`config.mk`:
```
export PLATFORM = sky130hd
export DESIGN_NAME = word_wrap_around_circle_unit_flat
export DESIGN_NICKNAME = d
export VERILOG_FILES = /design/src/design/wwc_pkg.sv /design/src/design/wwc_if.sv /design/src/design/word_wrap_around_circle_unit.sv /design/src/design/wwc_div.sv /design/src/design/wwc_hit.sv /design/src/design/wwc_seq.sv /design/src/flat_wrapper.sv
export SDC_FILE = /design/constraint.sdc
export NUM_CORES = 1
export LEC_CHECK = 0
export BUFFER_PORTS_ARGS = -buffer_cell sky130_fd_sc_hd__buf_2
export CORE_UTILIZATION = 60
export CTS_CLUSTER_DIAMETER = 120
export CTS_CLUSTER_SIZE = 10
export DETAILED_ROUTE_END_ITERATION = 10
export GPL_TIMING_DRIVEN = 0
export PLACE_DENSITY = 0.77
export SLEW_MARGIN = 20
export SYNTH_ARGS = -nofsm -noshare
export SYNTH_HDL_FRONTEND = slang
export SYNTH_SLANG_ARGS = --single-unit
```
`constraint.sdc`:
```
create_clock -name clock -period 9.9 [get_ports clock]
set_clock_uncertainty 0.15 [all_clocks]
set_input_delay 1.98 -clock clock [delete_from_list [all_inputs] [get_ports clock]]
set_output_delay 1.98 -clock clock [all_outputs]
set_load 0.02 [all_outputs]
```
`src/design/wwc_pkg.sv`:
```
// shared constants and types of the word wrap around circle unit
// no dependencies; imported by the interfaces, the units and the checker
package wwc_pkg;

   // default coordinate width
   localparam int COORD_BITS_DEF = 12;

   // fixed field widths
   localparam int PEN_Y_BITS = 16;
   localparam int CFG8_BITS  = 8;

   // register reset values
   localparam int LINE_WIDTH_RST    = 800;
   localparam int LINE_HEIGHT_RST   = 20;
   localparam int WORD_GAP_RST      = 3;
   localparam int STEP_SIZE_RST     = 4;
   localparam int CIRCLE_X_RST      = 400;
   localparam int CIRCLE_Y_RST      = 400;
   localparam int CIRCLE_RADIUS_RST = 100;

   // register indexes
   localparam int CSR_INDEX_BITS = 3;

   typedef enum logic [CSR_INDEX_BITS-1:0] {
      CSR_LINE_WIDTH    = 3'd0,
      CSR_LINE_HEIGHT   = 3'd1,
      CSR_WORD_GAP      = 3'd2,
      CSR_STEP_SIZE     = 3'd3,
      CSR_CIRCLE_X      = 3'd4,
      CSR_CIRCLE_Y      = 3'd5,
      CSR_CIRCLE_RADIUS = 3'd6
   } csr_index_type;

   // status of the overlap unit back to the sequencer
   typedef struct packed {
      logic done;
      logic hit;
   } hit_status_type;

endpackage

```
`src/design/wwc_if.sv`:
```
// request and response channel interfaces with valid/ready handshake
// depends on wwc_pkg for the default coordinate width and the pen y width
interface wwc_req_if import wwc_pkg::*; #(
   parameter int CoordBits = COORD_BITS_DEF
);
   logic                 valid;
   logic                 ready;
   logic [CoordBits-1:0] word_width;
   logic                 first_word;

   modport source (output valid, output word_width, output first_word, input ready);
   modport sink   (input valid, input word_width, input first_word, output ready);
endinterface

interface wwc_rsp_if import wwc_pkg::*; #(
   parameter int CoordBits = COORD_BITS_DEF
);
   logic                  valid;
   logic                  ready;
   logic [CoordBits-1:0]  place_x;
   logic [PEN_Y_BITS-1:0] place_y;

   modport source (output valid, output place_x, output place_y, input ready);
   modport sink   (input valid, input place_x, input place_y, output ready);
endinterface

```
`src/design/word_wrap_around_circle_unit.sv`:
```
// One item at a time; next transfer taken after the result. When the first overlap test clears,
// it goes straight to the result. A test is longer when the squared distance is needed (one multiplier).
// A hit adds, per line: a divide unless the word runs past the line end, a test at the line end
// if the quotient is nonzero and up to log2(line_width) search tests.
// Reset: synchronous, active high; pen to origin, registers to defaults, no clearing pass.
// Top level: configuration registers and the sequencer, overlap and divider units.
module word_wrap_around_circle_unit import wwc_pkg::*; #(
   parameter int CoordBits = COORD_BITS_DEF
) (
   input  logic                      clock,
   input  logic                      reset,
   wwc_req_if.sink                   req_ch,
   wwc_rsp_if.source                 rsp_ch,
   input  logic                      csr_we,
   input  logic [CSR_INDEX_BITS-1:0] csr_index,
   input  logic [CoordBits-1:0]      csr_wdata
);

   logic [CoordBits-1:0]  line_width_ff;
   logic [CFG8_BITS-1:0]  line_height_ff;
   logic [CFG8_BITS-1:0]  word_gap_ff;
   logic [CFG8_BITS-1:0]  step_size_ff;
   logic [CoordBits-1:0]  circle_x_ff;
   logic [CoordBits-1:0]  circle_y_ff;
   logic [CoordBits-2:0]  circle_radius_ff;

   logic [CFG8_BITS-1:0]  height_eff;
   logic [CFG8_BITS-1:0]  step_eff;

   logic                  hit_start;
   logic [CoordBits-1:0]  hit_x;
   logic [CoordBits-1:0]  hit_k;
   logic [PEN_Y_BITS-1:0] hit_y;
   logic [CoordBits-1:0]  hit_w;
   hit_status_type        hit_status;
   logic [CoordBits-1:0]  hit_xc;
   logic                  div_start;
   logic [CoordBits-1:0]  div_dividend;
   logic                  div_done;
   logic [CoordBits-1:0]  div_quot;

   // configuration registers
   always_ff @(posedge clock) begin
      if (reset) begin
         line_width_ff    <= CoordBits'(LINE_WIDTH_RST);
         line_height_ff   <= CFG8_BITS'(LINE_HEIGHT_RST);
         word_gap_ff      <= CFG8_BITS'(WORD_GAP_RST);
         step_size_ff     <= CFG8_BITS'(STEP_SIZE_RST);
         circle_x_ff      <= CoordBits'(CIRCLE_X_RST);
         circle_y_ff      <= CoordBits'(CIRCLE_Y_RST);
         circle_radius_ff <= (CoordBits - 1)'(CIRCLE_RADIUS_RST);
      end else if (csr_we) begin
         unique case (csr_index_type'(csr_index))
            CSR_LINE_WIDTH:    line_width_ff    <= csr_wdata;
            CSR_LINE_HEIGHT:   line_height_ff   <= csr_wdata[CFG8_BITS-1:0];
            CSR_WORD_GAP:      word_gap_ff      <= csr_wdata[CFG8_BITS-1:0];
            CSR_STEP_SIZE:     step_size_ff     <= csr_wdata[CFG8_BITS-1:0];
            CSR_CIRCLE_X:      circle_x_ff      <= csr_wdata;
            CSR_CIRCLE_Y:      circle_y_ff      <= csr_wdata;
            CSR_CIRCLE_RADIUS: circle_radius_ff <= csr_wdata[CoordBits-2:0];
            default: begin
            end
         endcase
      end
   end

   // zero height and zero step behave as one
   assign height_eff = (line_height_ff == '0) ? CFG8_BITS'(1) : line_height_ff;
   assign step_eff   = (step_size_ff == '0) ? CFG8_BITS'(1) : step_size_ff;

   // placement sequencer
   wwc_seq #(
      .CoordBits (CoordBits)
   ) u_seq (
      .clock        (clock),
      .reset        (reset),
      .req_ch       (req_ch),
      .rsp_ch       (rsp_ch),
      .line_width   (line_width_ff),
      .line_height  (height_eff),
      .word_gap     (word_gap_ff),
      .hit_start    (hit_start),
      .hit_x        (hit_x),
      .hit_k        (hit_k),
      .hit_y        (hit_y),
      .hit_w        (hit_w),
      .hit_status   (hit_status),
      .hit_xc       (hit_xc),
      .div_start    (div_start),
      .div_dividend (div_dividend),
      .div_done     (div_done),
      .div_quot     (div_quot)
   );

   // overlap test unit
   wwc_hit #(
      .CoordBits (CoordBits)
   ) u_hit (
      .clock  (clock),
      .reset  (reset),
      .start  (hit_start),
      .x_base (hit_x),
      .k      (hit_k),
      .y      (hit_y),
      .w      (hit_w),
      .h      (height_eff),
      .s      (step_eff),
      .cx     (circle_x_ff),
      .cy     (circle_y_ff),
      .r      (circle_radius_ff),
      .status (hit_status),
      .xc     (hit_xc)
   );

   // retry count divider
   wwc_div #(
      .CoordBits (CoordBits)
   ) u_div (
      .clock    (clock),
      .reset    (reset),
      .start    (div_start),
      .dividend (div_dividend),
      .divisor  (step_eff),
      .done     (div_done),
      .quotient (div_quot)
   );

endmodule

```
`src/design/wwc_div.sv`:
```
// restoring divider, one quotient bit per cycle
// depends on wwc_pkg; divides the room left on a line by the step size
module wwc_div import wwc_pkg::*; #(
   parameter int CoordBits = COORD_BITS_DEF
) (
   input  logic                 clock,
   input  logic                 reset,
   input  logic                 start,
   input  logic [CoordBits-1:0] dividend,
   input  logic [CFG8_BITS-1:0] divisor,
   output logic                 done,
   output logic [CoordBits-1:0] quotient
);

   localparam int CntBits = $clog2(CoordBits + 1);

   logic                 run_ff, run_in;
   logic                 done_ff, done_in;
   logic [CntBits-1:0]   cnt_ff, cnt_in;
   logic [CoordBits-1:0] quo_ff, quo_in;
   logic [CFG8_BITS-1:0] rem_ff, rem_in;
   logic [CFG8_BITS:0]   trial;
   logic                 fits;

   // one shift-and-subtract step
   assign trial = {rem_ff, quo_ff[CoordBits-1]};
   assign fits  = trial >= {1'b0, divisor};

   always_comb begin
      run_in  = run_ff;
      done_in = 1'b0;
      cnt_in  = cnt_ff;
      quo_in  = quo_ff;
      rem_in  = rem_ff;
      if (start) begin
         run_in = 1'b1;
         cnt_in = CntBits'(CoordBits);
         quo_in = dividend;
         rem_in = '0;
      end else if (run_ff) begin
         rem_in = fits ? CFG8_BITS'(trial - {1'b0, divisor}) : trial[CFG8_BITS-1:0];
         quo_in = {quo_ff[CoordBits-2:0], fits};
         cnt_in = cnt_ff - CntBits'(1);
         if (cnt_ff == CntBits'(1)) begin
            run_in  = 1'b0;
            done_in = 1'b1;
         end
      end
   end

   // control state
   always_ff @(posedge clock) begin
      if (reset) begin
         run_ff  <= 1'b0;
         done_ff <= 1'b0;
      end else begin
         run_ff  <= run_in;
         done_ff <= done_in;
      end
   end

   // datapath
   always_ff @(posedge clock) begin
      cnt_ff <= cnt_in;
      quo_ff <= quo_in;
      rem_ff <= rem_in;
   end

   assign done     = done_ff;
   assign quotient = quo_ff;

endmodule

```
`src/design/wwc_hit.sv`:
```
// box against circle overlap test on one shared multiplier
// depends on wwc_pkg; also forms the candidate x as base plus k steps
module wwc_hit import wwc_pkg::*; #(
   parameter int CoordBits = COORD_BITS_DEF
) (
   input  logic                  clock,
   input  logic                  reset,
   input  logic                  start,
   input  logic [CoordBits-1:0]  x_base,
   input  logic [CoordBits-1:0]  k,
   input  logic [PEN_Y_BITS-1:0] y,
   input  logic [CoordBits-1:0]  w,
   input  logic [CFG8_BITS-1:0]  h,
   input  logic [CFG8_BITS-1:0]  s,
   input  logic [CoordBits-1:0]  cx,
   input  logic [CoordBits-1:0]  cy,
   input  logic [CoordBits-2:0]  r,
   output hit_status_type        status,
   output logic [CoordBits-1:0]  xc
);

   // signed width of the doubled-scale distances
   localparam int DW      = ((CoordBits + 3) > 19) ? (CoordBits + 3) : 19;
   localparam int AccBits = 2 * CoordBits + 1;

   typedef enum logic [6:0] {
      H_IDLE = 7'b0000001,
      H_MUL  = 7'b0000010,
      H_DIFF = 7'b0000100,
      H_DIST = 7'b0001000,
      H_SQX  = 7'b0010000,
      H_SQY  = 7'b0100000,
      H_CMP  = 7'b1000000
   } hit_state_type;

   hit_state_type          state_ff, state_in;
   logic                   done_ff, done_in;
   logic                   hit_ff, hit_in;
   logic [CoordBits-1:0]   xb_ff, xb_in;
   logic [CoordBits-1:0]   k_ff, k_in;
   logic [CoordBits-1:0]   xc_ff, xc_in;
   logic [DW-1:0]          px_ff, px_in;
   logic [DW-1:0]          py_ff, py_in;
   logic [CoordBits-1:0]   mx_ff, mx_in;
   logic [CoordBits-1:0]   my_ff, my_in;
   logic [AccBits-1:0]     acc_ff, acc_in;

   logic [CoordBits-1:0]   mul_a, mul_b;
   logic [2*CoordBits-1:0] prod;
   logic [CoordBits-1:0]   r2;
   logic [DW-1:0]          ax, ay, dx, dy, r2_w;
   logic                   dx_neg, dy_neg, dx_pos, dy_pos;

   assign r2   = {r, 1'b0};
   assign r2_w = DW'(r2);

   // operand select for the shared multiplier
   always_comb begin
      mul_a = '0;
      mul_b = '0;
      unique case (state_ff)
         H_MUL: begin
            mul_a = k_ff;
            mul_b = CoordBits'(s);
         end
         H_SQX: begin
            mul_a = mx_ff;
            mul_b = mx_ff;
         end
         H_SQY: begin
            mul_a = my_ff;
            mul_b = my_ff;
         end
         H_CMP: begin
            mul_a = r2;
            mul_b = r2;
         end
         default: begin
            mul_a = '0;
            mul_b = '0;
         end
      endcase
   end

   assign prod = (2 * CoordBits)'(mul_a) * (2 * CoordBits)'(mul_b);

   // distance from the box edge to the centre, per axis
   assign ax     = px_ff[DW-1] ? (DW'(0) - px_ff) : px_ff;
   assign ay     = py_ff[DW-1] ? (DW'(0) - py_ff) : py_ff;
   assign dx     = ax - DW'(w);
   assign dy     = ay - DW'(h);
   assign dx_neg = dx[DW-1];
   assign dy_neg = dy[DW-1];
   assign dx_pos = !dx_neg && (dx != '0);
   assign dy_pos = !dy_neg && (dy != '0);

   // sequencing of one test
   always_comb begin
      state_in = state_ff;
      done_in  = 1'b0;
      hit_in   = hit_ff;
      xb_in    = xb_ff;
      k_in     = k_ff;
      xc_in    = xc_ff;
      px_in    = px_ff;
      py_in    = py_ff;
      mx_in    = mx_ff;
      my_in    = my_ff;
      acc_in   = acc_ff;
      unique case (state_ff)
         H_IDLE: begin
            if (start) begin
               xb_in    = x_base;
               k_in     = k;
               state_in = H_MUL;
            end
         end
         H_MUL: begin
            xc_in    = CoordBits'(xb_ff + prod[CoordBits-1:0]);
            state_in = H_DIFF;
         end
         H_DIFF: begin
            px_in    = (DW'(cx) << 1) - (DW'(xc_ff) << 1) - DW'(w);
            py_in    = (DW'(cy) << 1) - (DW'(y) << 1) - DW'(h);
            state_in = H_DIST;
         end
         H_DIST: begin
            if (!dx_pos && !dy_pos) begin
               // centre inside the box span on both axes
               done_in  = 1'b1;
               hit_in   = (r != '0) || (dx_neg && dy_neg);
               state_in = H_IDLE;
            end else if ((dx_pos && (dx >= r2_w)) || (dy_pos && (dy >= r2_w))) begin
               // one axis alone already outside the radius
               done_in  = 1'b1;
               hit_in   = 1'b0;
               state_in = H_IDLE;
            end else begin
               mx_in    = dx_pos ? dx[CoordBits-1:0] : '0;
               my_in    = dy_pos ? dy[CoordBits-1:0] : '0;
               state_in = H_SQX;
            end
         end
         H_SQX: begin
            acc_in   = AccBits'(prod);
            state_in = H_SQY;
         end
         H_SQY: begin
            acc_in   = acc_ff + AccBits'(prod);
            state_in = H_CMP;
         end
         H_CMP: begin
            done_in  = 1'b1;
            hit_in   = acc_ff < AccBits'(prod);
            state_in = H_IDLE;
         end
         default: begin
            state_in = H_IDLE;
         end
      endcase
   end

   // control state
   always_ff @(posedge clock) begin
      if (reset) begin
         state_ff <= H_IDLE;
         done_ff  <= 1'b0;
      end else begin
         state_ff <= state_in;
         done_ff  <= done_in;
      end
   end

   // datapath
   always_ff @(posedge clock) begin
      hit_ff <= hit_in;
      xb_ff  <= xb_in;
      k_ff   <= k_in;
      xc_ff  <= xc_in;
      px_ff  <= px_in;
      py_ff  <= py_in;
      mx_ff  <= mx_in;
      my_ff  <= my_in;
      acc_ff <= acc_in;
   end

   assign status.done = done_ff;
   assign status.hit  = hit_ff;
   assign xc          = xc_ff;

endmodule

```
`src/design/wwc_seq.sv`:
```
// placement sequencer: pen state, line wrap, retry search, result register
// depends on wwc_pkg and the channel interfaces; drives wwc_hit and wwc_div
module wwc_seq import wwc_pkg::*; #(
   parameter int CoordBits = COORD_BITS_DEF
) (
   input  logic                  clock,
   input  logic                  reset,
   wwc_req_if.sink               req_ch,
   wwc_rsp_if.source             rsp_ch,
   input  logic [CoordBits-1:0]  line_width,
   input  logic [CFG8_BITS-1:0]  line_height,
   input  logic [CFG8_BITS-1:0]  word_gap,
   output logic                  hit_start,
   output logic [CoordBits-1:0]  hit_x,
   output logic [CoordBits-1:0]  hit_k,
   output logic [PEN_Y_BITS-1:0] hit_y,
   output logic [CoordBits-1:0]  hit_w,
   input  hit_status_type        hit_status,
   input  logic [CoordBits-1:0]  hit_xc,
   output logic                  div_start,
   output logic [CoordBits-1:0]  div_dividend,
   input  logic                  div_done,
   input  logic [CoordBits-1:0]  div_quot
);

   localparam int PenXBits = CoordBits + 2;

   typedef enum logic [9:0] {
      S_IDLE = 10'b0000000001,
      S_T0   = 10'b0000000010,
      S_W0   = 10'b0000000100,
      S_DIV  = 10'b0000001000,
      S_TL   = 10'b0000010000,
      S_WL   = 10'b0000100000,
      S_BS   = 10'b0001000000,
      S_WB   = 10'b0010000000,
      S_NL   = 10'b0100000000,
      S_OUT  = 10'b1000000000
   } seq_state_type;

   // line advance, saturating at the bottom of the y range
   function automatic logic [PEN_Y_BITS-1:0] next_line(input logic [PEN_Y_BITS-1:0] y,
                                                      input logic [CFG8_BITS-1:0] h);
      logic [PEN_Y_BITS:0] sum;
      sum = {1'b0, y} + (PEN_Y_BITS + 1)'(h);
      return sum[PEN_Y_BITS] ? {PEN_Y_BITS{1'b1}} : sum[PEN_Y_BITS-1:0];
   endfunction

   seq_state_type         state_ff, state_in;
   logic [PenXBits-1:0]   pen_x_ff, pen_x_in;
   logic [PEN_Y_BITS-1:0] pen_y_ff, pen_y_in;
   logic                  rsp_valid_ff, rsp_valid_in;
   logic [CoordBits-1:0]  place_x_ff, place_x_in;
   logic [PEN_Y_BITS-1:0] place_y_ff, place_y_in;
   logic [CoordBits-1:0]  w_ff, w_in;
   logic [CoordBits-1:0]  x_ff, x_in;
   logic [PEN_Y_BITS-1:0] y_ff, y_in;
   logic [CoordBits-1:0]  last_ff, last_in;
   logic [CoordBits-1:0]  lo_ff, lo_in;
   logic [CoordBits-1:0]  hi_ff, hi_in;
   logic [CoordBits-1:0]  mid_ff, mid_in;
   logic [CoordBits-1:0]  xhi_ff, xhi_in;

   logic [PenXBits-1:0]   start_x;
   logic [PEN_Y_BITS-1:0] start_y;
   logic                  start_wrap;
   logic                  over;
   logic [CoordBits-1:0]  mid;
   logic                  load_rsp;

   // pen at the transfer, and whether the word fits on its line
   assign start_x    = req_ch.first_word ? '0 : pen_x_ff;
   assign start_y    = req_ch.first_word ? '0 : pen_y_ff;
   assign start_wrap = ((PenXBits + 1)'(start_x) + (PenXBits + 1)'(req_ch.word_width))
                       > (PenXBits + 1)'(line_width);

   // word passes the line from the current x
   assign over = ((CoordBits + 1)'(x_ff) + (CoordBits + 1)'(w_ff))
                 > (CoordBits + 1)'(line_width);

   assign mid          = lo_ff + ((hi_ff - lo_ff) >> 1);
   assign div_dividend = line_width - w_ff - x_ff;

   assign hit_x = x_ff;
   assign hit_y = y_ff;
   assign hit_w = w_ff;

   always_comb begin
      state_in     = state_ff;
      pen_x_in     = pen_x_ff;
      pen_y_in     = pen_y_ff;
      w_in         = w_ff;
      x_in         = x_ff;
      y_in         = y_ff;
      last_in      = last_ff;
      lo_in        = lo_ff;
      hi_in        = hi_ff;
      mid_in       = mid_ff;
      xhi_in       = xhi_ff;
      hit_start    = 1'b0;
      hit_k        = '0;
      div_start    = 1'b0;
      load_rsp     = 1'b0;
      req_ch.ready = 1'b0;
      unique case (state_ff)
         S_IDLE: begin
            req_ch.ready = 1'b1;
            if (req_ch.valid) begin
               w_in     = req_ch.word_width;
               x_in     = start_wrap ? '0 : start_x[CoordBits-1:0];
               y_in     = start_wrap ? next_line(start_y, line_height) : start_y;
               state_in = S_T0;
            end
         end
         S_T0: begin
            hit_start = 1'b1;
            state_in  = S_W0;
         end
         S_W0: begin
            if (hit_status.done) begin
               if (!hit_status.hit) begin
                  state_in = S_OUT;
               end else if (over) begin
                  state_in = S_NL;
               end else begin
                  div_start = 1'b1;
                  state_in  = S_DIV;
               end
            end
         end
         S_DIV: begin
            if (div_done) begin
               last_in  = div_quot;
               state_in = (div_quot != '0) ? S_TL : S_NL;
            end
         end
         S_TL: begin
            hit_start = 1'b1;
            hit_k     = last_ff;
            state_in  = S_WL;
         end
         S_WL: begin
            if (hit_status.done) begin
               if (!hit_status.hit) begin
                  // last position on the line is clear: search the first clear one
                  lo_in    = CoordBits'(1);
                  hi_in    = last_ff;
                  xhi_in   = hit_xc;
                  state_in = S_BS;
               end else begin
                  state_in = S_NL;
               end
            end
         end
         S_BS: begin
            if (lo_ff < hi_ff) begin
               hit_start = 1'b1;
               hit_k     = mid;
               mid_in    = mid;
               state_in  = S_WB;
            end else begin
               x_in     = xhi_ff;
               state_in = S_OUT;
            end
         end
         S_WB: begin
            if (hit_status.done) begin
               if (hit_status.hit) begin
                  lo_in = mid_ff + CoordBits'(1);
               end else begin
                  hi_in  = mid_ff;
                  xhi_in = hit_xc;
               end
               state_in = S_BS;
            end
         end
         S_NL: begin
            x_in     = '0;
            y_in     = next_line(y_ff, line_height);
            state_in = S_T0;
         end
         S_OUT: begin
            if (!rsp_valid_ff || rsp_ch.ready) begin
               load_rsp = 1'b1;
               pen_x_in = PenXBits'(x_ff) + PenXBits'(w_ff) + PenXBits'(word_gap);
               pen_y_in = y_ff;
               state_in = S_IDLE;
            end
         end
         default: begin
            state_in = S_IDLE;
         end
      endcase
   end

   // output register
   always_comb begin
      rsp_valid_in = rsp_valid_ff;
      place_x_in   = place_x_ff;
      place_y_in   = place_y_ff;
      if (load_rsp) begin
         rsp_valid_in = 1'b1;
         place_x_in   = x_ff;
         place_y_in   = y_ff;
      end else if (rsp_ch.ready) begin
         rsp_valid_in = 1'b0;
      end
   end

   // control state and pen
   always_ff @(posedge clock) begin
      if (reset) begin
         state_ff     <= S_IDLE;
         pen_x_ff     <= '0;
         pen_y_ff     <= '0;
         rsp_valid_ff <= 1'b0;
      end else begin
         state_ff     <= state_in;
         pen_x_ff     <= pen_x_in;
         pen_y_ff     <= pen_y_in;
         rsp_valid_ff <= rsp_valid_in;
      end
   end

   // working registers
   always_ff @(posedge clock) begin
      place_x_ff <= place_x_in;
      place_y_ff <= place_y_in;
      w_ff       <= w_in;
      x_ff       <= x_in;
      y_ff       <= y_in;
      last_ff    <= last_in;
      lo_ff      <= lo_in;
      hi_ff      <= hi_in;
      mid_ff     <= mid_in;
      xhi_ff     <= xhi_in;
   end

   assign rsp_ch.valid   = rsp_valid_ff;
   assign rsp_ch.place_x = place_x_ff;
   assign rsp_ch.place_y = place_y_ff;

endmodule

```
`src/flat_wrapper.sv`:
```
// flat-port wrapper written by rule: the top's interface ports become plain ports
module word_wrap_around_circle_unit_flat import wwc_pkg::*;
#(
   parameter int CoordBits = COORD_BITS_DEF
)
  (clock, reset, csr_we, csr_index, csr_wdata, req_ch_valid, req_ch_word_width, req_ch_first_word, req_ch_ready, rsp_ch_valid, rsp_ch_place_x, rsp_ch_place_y, rsp_ch_ready);
  wwc_req_if #(.CoordBits(CoordBits)) req_ch_i ();
  wwc_rsp_if #(.CoordBits(CoordBits)) rsp_ch_i ();
  input  logic clock;
  input  logic reset;
  input  logic csr_we;
  input  logic [CSR_INDEX_BITS-1:0] csr_index;
  input  logic [CoordBits-1:0] csr_wdata;
  input wire logic [$bits(req_ch_i.valid)-1:0] req_ch_valid;
  input wire logic [$bits(req_ch_i.word_width)-1:0] req_ch_word_width;
  input wire logic [$bits(req_ch_i.first_word)-1:0] req_ch_first_word;
  output wire logic [$bits(req_ch_i.ready)-1:0] req_ch_ready;
  output wire logic [$bits(rsp_ch_i.valid)-1:0] rsp_ch_valid;
  output wire logic [$bits(rsp_ch_i.place_x)-1:0] rsp_ch_place_x;
  output wire logic [$bits(rsp_ch_i.place_y)-1:0] rsp_ch_place_y;
  input wire logic [$bits(rsp_ch_i.ready)-1:0] rsp_ch_ready;
  assign req_ch_i.valid = req_ch_valid;
  assign req_ch_i.word_width = req_ch_word_width;
  assign req_ch_i.first_word = req_ch_first_word;
  assign req_ch_ready = req_ch_i.ready;
  assign rsp_ch_valid = rsp_ch_i.valid;
  assign rsp_ch_place_x = rsp_ch_i.place_x;
  assign rsp_ch_place_y = rsp_ch_i.place_y;
  assign rsp_ch_i.ready = rsp_ch_ready;
  word_wrap_around_circle_unit #(.CoordBits(CoordBits)) u_core (.clock(clock), .reset(reset), .req_ch(req_ch_i), .rsp_ch(rsp_ch_i), .csr_we(csr_we), .csr_index(csr_index), .csr_wdata(csr_wdata));
endmodule
```
* Word level (Yosys, flattened, before mapping) *
Cells that the tools add are included.

operators by class
  multiplexer cells = 70
  equality and inequality tests = 36
  bitwise logic cells = 4
  magnitude comparators = 7
  $mul = 1
  add/subtract/negate cells = 23
  reduce and logical (&&, ||, !) cells = 51

operator list
  kind                                                                 count
  12-bit two-way mux                                                   14
  10-bit one-hot mux with 10 select lines                              1
  12-bit one-hot mux with 4 select lines                               2
  10-bit two-way mux                                                   8
  16-bit two-way mux                                                   5
  12-bit one-hot mux with 2 select lines                               3
  25-bit one-hot mux with 2 select lines                               1
  7-bit one-hot mux with 6 select lines                                1
  19-bit by 12-bit greater-or-equal comparator with 1-bit output       2
  19-bit two-way mux                                                   2
  19-bit nonzero test                                                  2
  1-bit by 19-bit subtractor with 19-bit output, first input constant  2
  12-bit one-hot mux with 3 select lines                               1
  12-bit subtractor                                                    3
  16-bit by 8-bit adder with 17-bit output                             2
  16-bit one-hot mux with 2 select lines                               1
  2-bit AND reduction                                                  14
  9-bit two-way mux                                                    3
  12-bit by 12-bit adder with 13-bit output                            2
  25-bit by 24-bit adder with 25-bit output                            1
  25-bit by 24-bit < comparator with 1-bit output                      1
  12-bit by 12-bit multiplier with 24-bit output                       1
  8-bit two-way mux                                                    3
  2-bit inequality test, second input constant                         10
  60 further kinds                                                     107

storage, ports and cells
  input port bits = 33
  register bits after elaboration = 398

* Depth between registers and ports, before layout *
  depth after elaboration = 10
  mapped depth = 39

* Hierarchy *
A second synthesis with hierarchy kept.

second synthesis, totals
  cell total of the unflattened synthesis = 3,450
  area total of the unflattened synthesis = 32,372.3 um^2

by module, submodules not included
  module                        instances  area each (um^2)  sequential area each (um^2)  cells an instance
  wwc_hit                       1          16,119.2          3,763.6                      1,836
  wwc_seq                       1          11,750.0          4,664.5                      1,178
  word_wrap_around_circle_unit  1          2,959.1           1,421.4                      287
  wwc_div                       1          1,544.0           640.6                        149

* Least setup slack after synthesis *
Ideal clock, no wire load.

  path type = reg-to-reg
  start = register u_core.u_hit.state_ff[0]
  end = register u_core.u_hit.acc_ff[22], data pin
  data arrival time = 7.816 ns
  cell stages (with the launch flop) = 36
  path buffers = 3
  slack = 1.670 ns
  period minus slack after synthesis = 8.230 ns
  cells stage by stage = dfxtp_1 > nor3_1 > nand2_1 > nor3b_1 > clkbuf_1 > a22oi_1 > o21ai_0 > a21o_1 > clkbuf_1 > nand2_1 > fa_1 > fa_1 > fa_1 > inv_1 > fa_1 > inv_1 > fa_1 > inv_1 > ha_1 > nor4_1 > o21ai_0 > nand2_1 > xnor2_1 > inv_1 > ha_1 > clkbuf_1 > a21oi_1 > o21ai_0 > a31oi_1 > o21ai_0 > or4_1 > a31oi_1 > o21ai_0 > and4b_1 > a21oi_1 > o21ai_1

between the ends
  cells in the longest elaborated chain, start to end = 5
  elaborated cells between the ends (all ways) = 9
  those cells by class = 1 x add/sub; 1 x mul; 4 x eq/ne; 3 x mux

RTL lines
  what                                            line            text
  from (decl)                                     wwc_hit.sv:36   hit_state_type state_ff, state_in;
  from (signal assigned)                          wwc_hit.sv:169  state_ff <= state_in;
  7-bit == test (tied with other cells)           wwc_hit.sv:61   unique case (state_ff)
  12-bit one-hot mux with 4 select lines          wwc_hit.sv:61
  12-bit by 12-bit multiplier with 24-bit output  wwc_hit.sv:85   assign prod = (2 * CoordBits)'(mul_a) * (2 * CoordBits)'(mul_b);
  25-bit by 24-bit adder with 25-bit output       wwc_hit.sv:149  acc_in = acc_ff + AccBits'(prod);
  25-bit one-hot mux with 2 select lines (*)      wwc_hit.sv:110  unique case (state_ff)
  via u_core.u_hit.acc_in[22]                     wwc_hit.sv:46   logic [AccBits-1:0] acc_ff, acc_in;
  to (signal assigned)                            wwc_hit.sv:184  acc_ff <= acc_in;
  to (decl)                                       wwc_hit.sv:46

Mark *: on every way through the listed nets, which the timed path passes. The rest lies on a longest branch.
A chain may end at the register's enable or synchronous reset.

* Worst setup path after layout *
  start = register u_core.u_hit.state_ff[2]
  end = register u_core.u_hit.hit_ff, data pin

between the ends
  cells in the longest elaborated chain, start to end = 5
  elaborated cells between the ends (all ways) = 10
  those cells by class = 1 x mul; 1 x order compare; 5 x eq/ne; 3 x mux

RTL lines
  what                                             line                           text
  7-bit == test (tied with other cells)            wwc_hit.sv:61, wwc_hit.sv:110
  12-bit one-hot mux with 4 select lines           wwc_hit.sv:61
  12-bit by 12-bit multiplier with 24-bit output   wwc_hit.sv:85
  25-bit by 24-bit < comparator with 1-bit output  wwc_hit.sv:154                 hit_in = acc_ff < AccBits'(prod);
  1-bit one-hot mux with 2 select lines (*)        wwc_hit.sv:110
  via u_core.u_hit.hit_in                          wwc_hit.sv:38                  logic hit_ff, hit_in;
  to (signal assigned)                             wwc_hit.sv:176                 hit_ff <= hit_in;
  to (decl)                                        wwc_hit.sv:38

Marked as above.

==> flow_summary.json <==
{
  "syn-cell-area_mm2": 0.0313,
  "numCtsBuffers": 45,
  "total_power_uw": 4740,
  "final.min_clock_period_ns": 9.41,
  "worstPathRequired_ns": 10.14,
  "cts_setup_buffers": 0,
  "slew_viol_final": 0,
  "rows": 83,
  "dpl_cell_area_mm2": 0.0326,
  "vias": 25400,
  "routed_via_density": 5.99,
  "drv_cap": 0,
  "drc": 0,
  "final_core_util": 0.661,
  "grt_antenna_before_repair": 2,
  "netlist_instances": 3416,
  "yosysTopAreaCell": "edfxtp_1",
  "drive_gt1_frac": 0.0550,
  "ys_seq_area_frac": 0.335,
  "irDropWorstVdd_mv": 0.139,
  "period_share": 0.951,
  "leakage_uw": 0.0148,
  "start_util": 0.609,
  "cellPowerDensity_mw_per_mm2": 140,
  "ys_async_sr_fraction": 0,
  "clock_latency_ns": 0.59,
  "htreeDepth": 2,
  "postCtsHoldBufs": 0,
  "clk_path_buf_depth": 3,
  "final_cell_mix": "437 x nand2_1, 362 x inv_1, 339 x ha_1, 270 x a21oi_1, 260 x edfxtp_1",
  "cp.arrival_ns": 9.66,
  "cp-start-kind": "flip-flop",
  "yosys.area.top_type_share": 0.249,
  "gp_congestion": 0.984,
  "avgSynthCellArea_um2": 9.16,
  "synth_fp_nets": 3926,
  "synth-main-ff-cell": "edfxtp_1",
  "die_height_um": 230,
  "top_level_ports": 63,
  "cp-end-kind": "flip-flop",
  "fp.dieW_um": 230,
  "fill_cells": 4151,
  "nNetsFinal": 4040,
  "crit_type": "reg -> reg",
  "die_area_mm2": 0.0531,
  "tns_ns": 0,
  "rsz0062_at_grt": "false",
  "synth_edf_count": 260,
  "slowest_delay_ns": 0.56,
  "path_max_fanout": 9,
  "routedWlPerCell_um": 20.4,
  "ant_nets": 0,
  "cts_resized": 3,
  "grt_max_degree": 27,
  "finalHoldViolations": 0,
  "yosysWarnings": 0,
  "whs_ns": 0.298,
  "area_growth_pct": 8.58,
  "cts_tree": "yes",
  "grt_pass1_wl_um": 137000,
  "firstDrtPassIters": 7,
  "setup_viol_count_final": 0,
  "worst_pin_slew_ns": 1.13,
  "dp_hpwl_um": 69400,
  "wl_um": 86700,
  "synth.distinct_cells": 94,
  "grtUsageTotal": 0.330,
  "first_global_vias": 25700,
  "cp_slowest_cell": "fa_1",
  "final_common_cell": "nand2_1",
  "ff2ff_setup_slack_ns": 0.49,
  "fmax_ghz": 0.106,
  "clk_pin_slew_ns": 0.06,
  "final_area_mm2": 0.0340,
  "core-area_mm2": 0.0514,
  "slew_headroom": 0.238,
  "cts_sinks": 394,
  "hold_class": "reg -> reg",
  "drt-initial-drc-count": 2192,
  "synth_seq_cells": 394,
  "grt_overflow": 0,
  "outcome": "completed",
  "synth_area_leaders": "edfxtp_1 25%, ha_1 14%, fa_1 8.8%",
  "numPortBuffers": 61,
  "root_buffer": "clkbuf_16"
}
-- stage by stage --
step                cells  worst slack [ns]
detailed placement   4165           -0.0613
global placement     4157             0.115
global route         4247            0.0591
finish               4247             0.485
floorplan            3416              1.67
CTS                  4247            0.0202
-- area by class of cell --
class / instances / area [µm²] / area share
Buffer: 103 / 410 / 0.0121
Timing Repair Buffer: 70 / 405 / 0.0119
Sequential cell: 394 / 10500 / 0.309
Tap cell: 680 / 851 / 0.0250
Multi-Input combinational cell: 2553 / 19100 / 0.563
Clock inverter: 2 / 36.3 / 0.00107
Clock buffer: 80 / 1300 / 0.0383
Inverter: 363 / 1370 / 0.0402
Antenna cell: 2 / 5.00 / 0.000147
-- worst max-delay path: cells and delay by family (launching register included) --
kind                       cells  cell delay (ns)
AOI/OAI and AO/OA             11             2.83
xor gates and xnor gates       1             0.27
adders and majority gates      7             3.06
buffers and inverters          6             0.75
DFF                            1             0.36
and+or+nand+nor                9             1.78
-- where the power goes --
part / total, µW / switching [µW] / leakage, µW / internal (µW)
Sequential: 1920 / 84.9 / 0.00344 / 1840
Combinational: 1250 / 759 / 0.0108 / 489
Clock: 1570 / 686 / 0.000634 / 886
Total: 4740 / 1530 / 0.0148 / 3210
-- flip-flops by register name, indices dropped and copies added (netlist names), 14 cells and up --
register and count:
u_core.u_seq.hit_y 16, u_core.u_hit.py_ff 19, u_core.u_seq.pen_x_ff 14, u_core.u_hit.px_ff 15, u_core.u_hit.acc_ff 25, u_core.u_seq.pen_y_ff 16
u_core.u_seq.rsp_ch.place_y 16
-- synthesized netlist by cell type (39+ instances only) --
master,n
nand2_1,437
inv_1,362
ha_1,339
a21oi_1,271
edfxtp_1,260
nor2_1,236
xnor2_1,157
o21ai_0,143
fa_1,138
dfxtp_1,134
clkbuf_1,95
a21o_1,89
xor2_1,68
nor2b_1,63
nand2b_1,54
nor3_1,50
o21a_1,39
-- per-layer routing --
layer	global-route usage	vias up	share of wire
met4	0.156	0	0.049
met5	0	-	0
met1	0.416	12300	0.40
met3	0.0494	209	0.071
li1	-	12000	-
met2	0.555	951	0.48
-- kinds of logic (layout without fill, tap and decap cells) --
kind of cell               Yosys count  after routing  share of synthesized area
adders and majority gates          477            477                      0.224
other                                0              2                          0
and+or+nand+nor                   1073           1073                      0.162
DFF                                394            394                      0.335
muxes                               10             10                    0.00340
buffers and inverters              469            618                     0.0568
xor gates and xnor gates           227            227                     0.0640
AOI/OAI and AO/OA                  766            766                      0.155
-- path summary, 6_finish.rpt --
kind                                               from                                         to  cells after the start
setup / recovery  u_core.u_hit.state_ff[2]$_SDFFE_PP0P_              u_core.u_hit.hit_ff$_DFFE_PP_                     34
hold / removal         u_core.u_seq.hit_y[13]$_DFFE_PP_  u_core.u_seq.rsp_ch.place_y[13]$_DFFE_PP_                      0
setup reg to reg  u_core.u_hit.state_ff[2]$_SDFFE_PP0P_              u_core.u_hit.hit_ff$_DFFE_PP_                     34
hold reg to reg        u_core.u_seq.hit_y[13]$_DFFE_PP_  u_core.u_seq.rsp_ch.place_y[13]$_DFFE_PP_                      0
No activity file was read; power rests on OpenSTA's default activity.
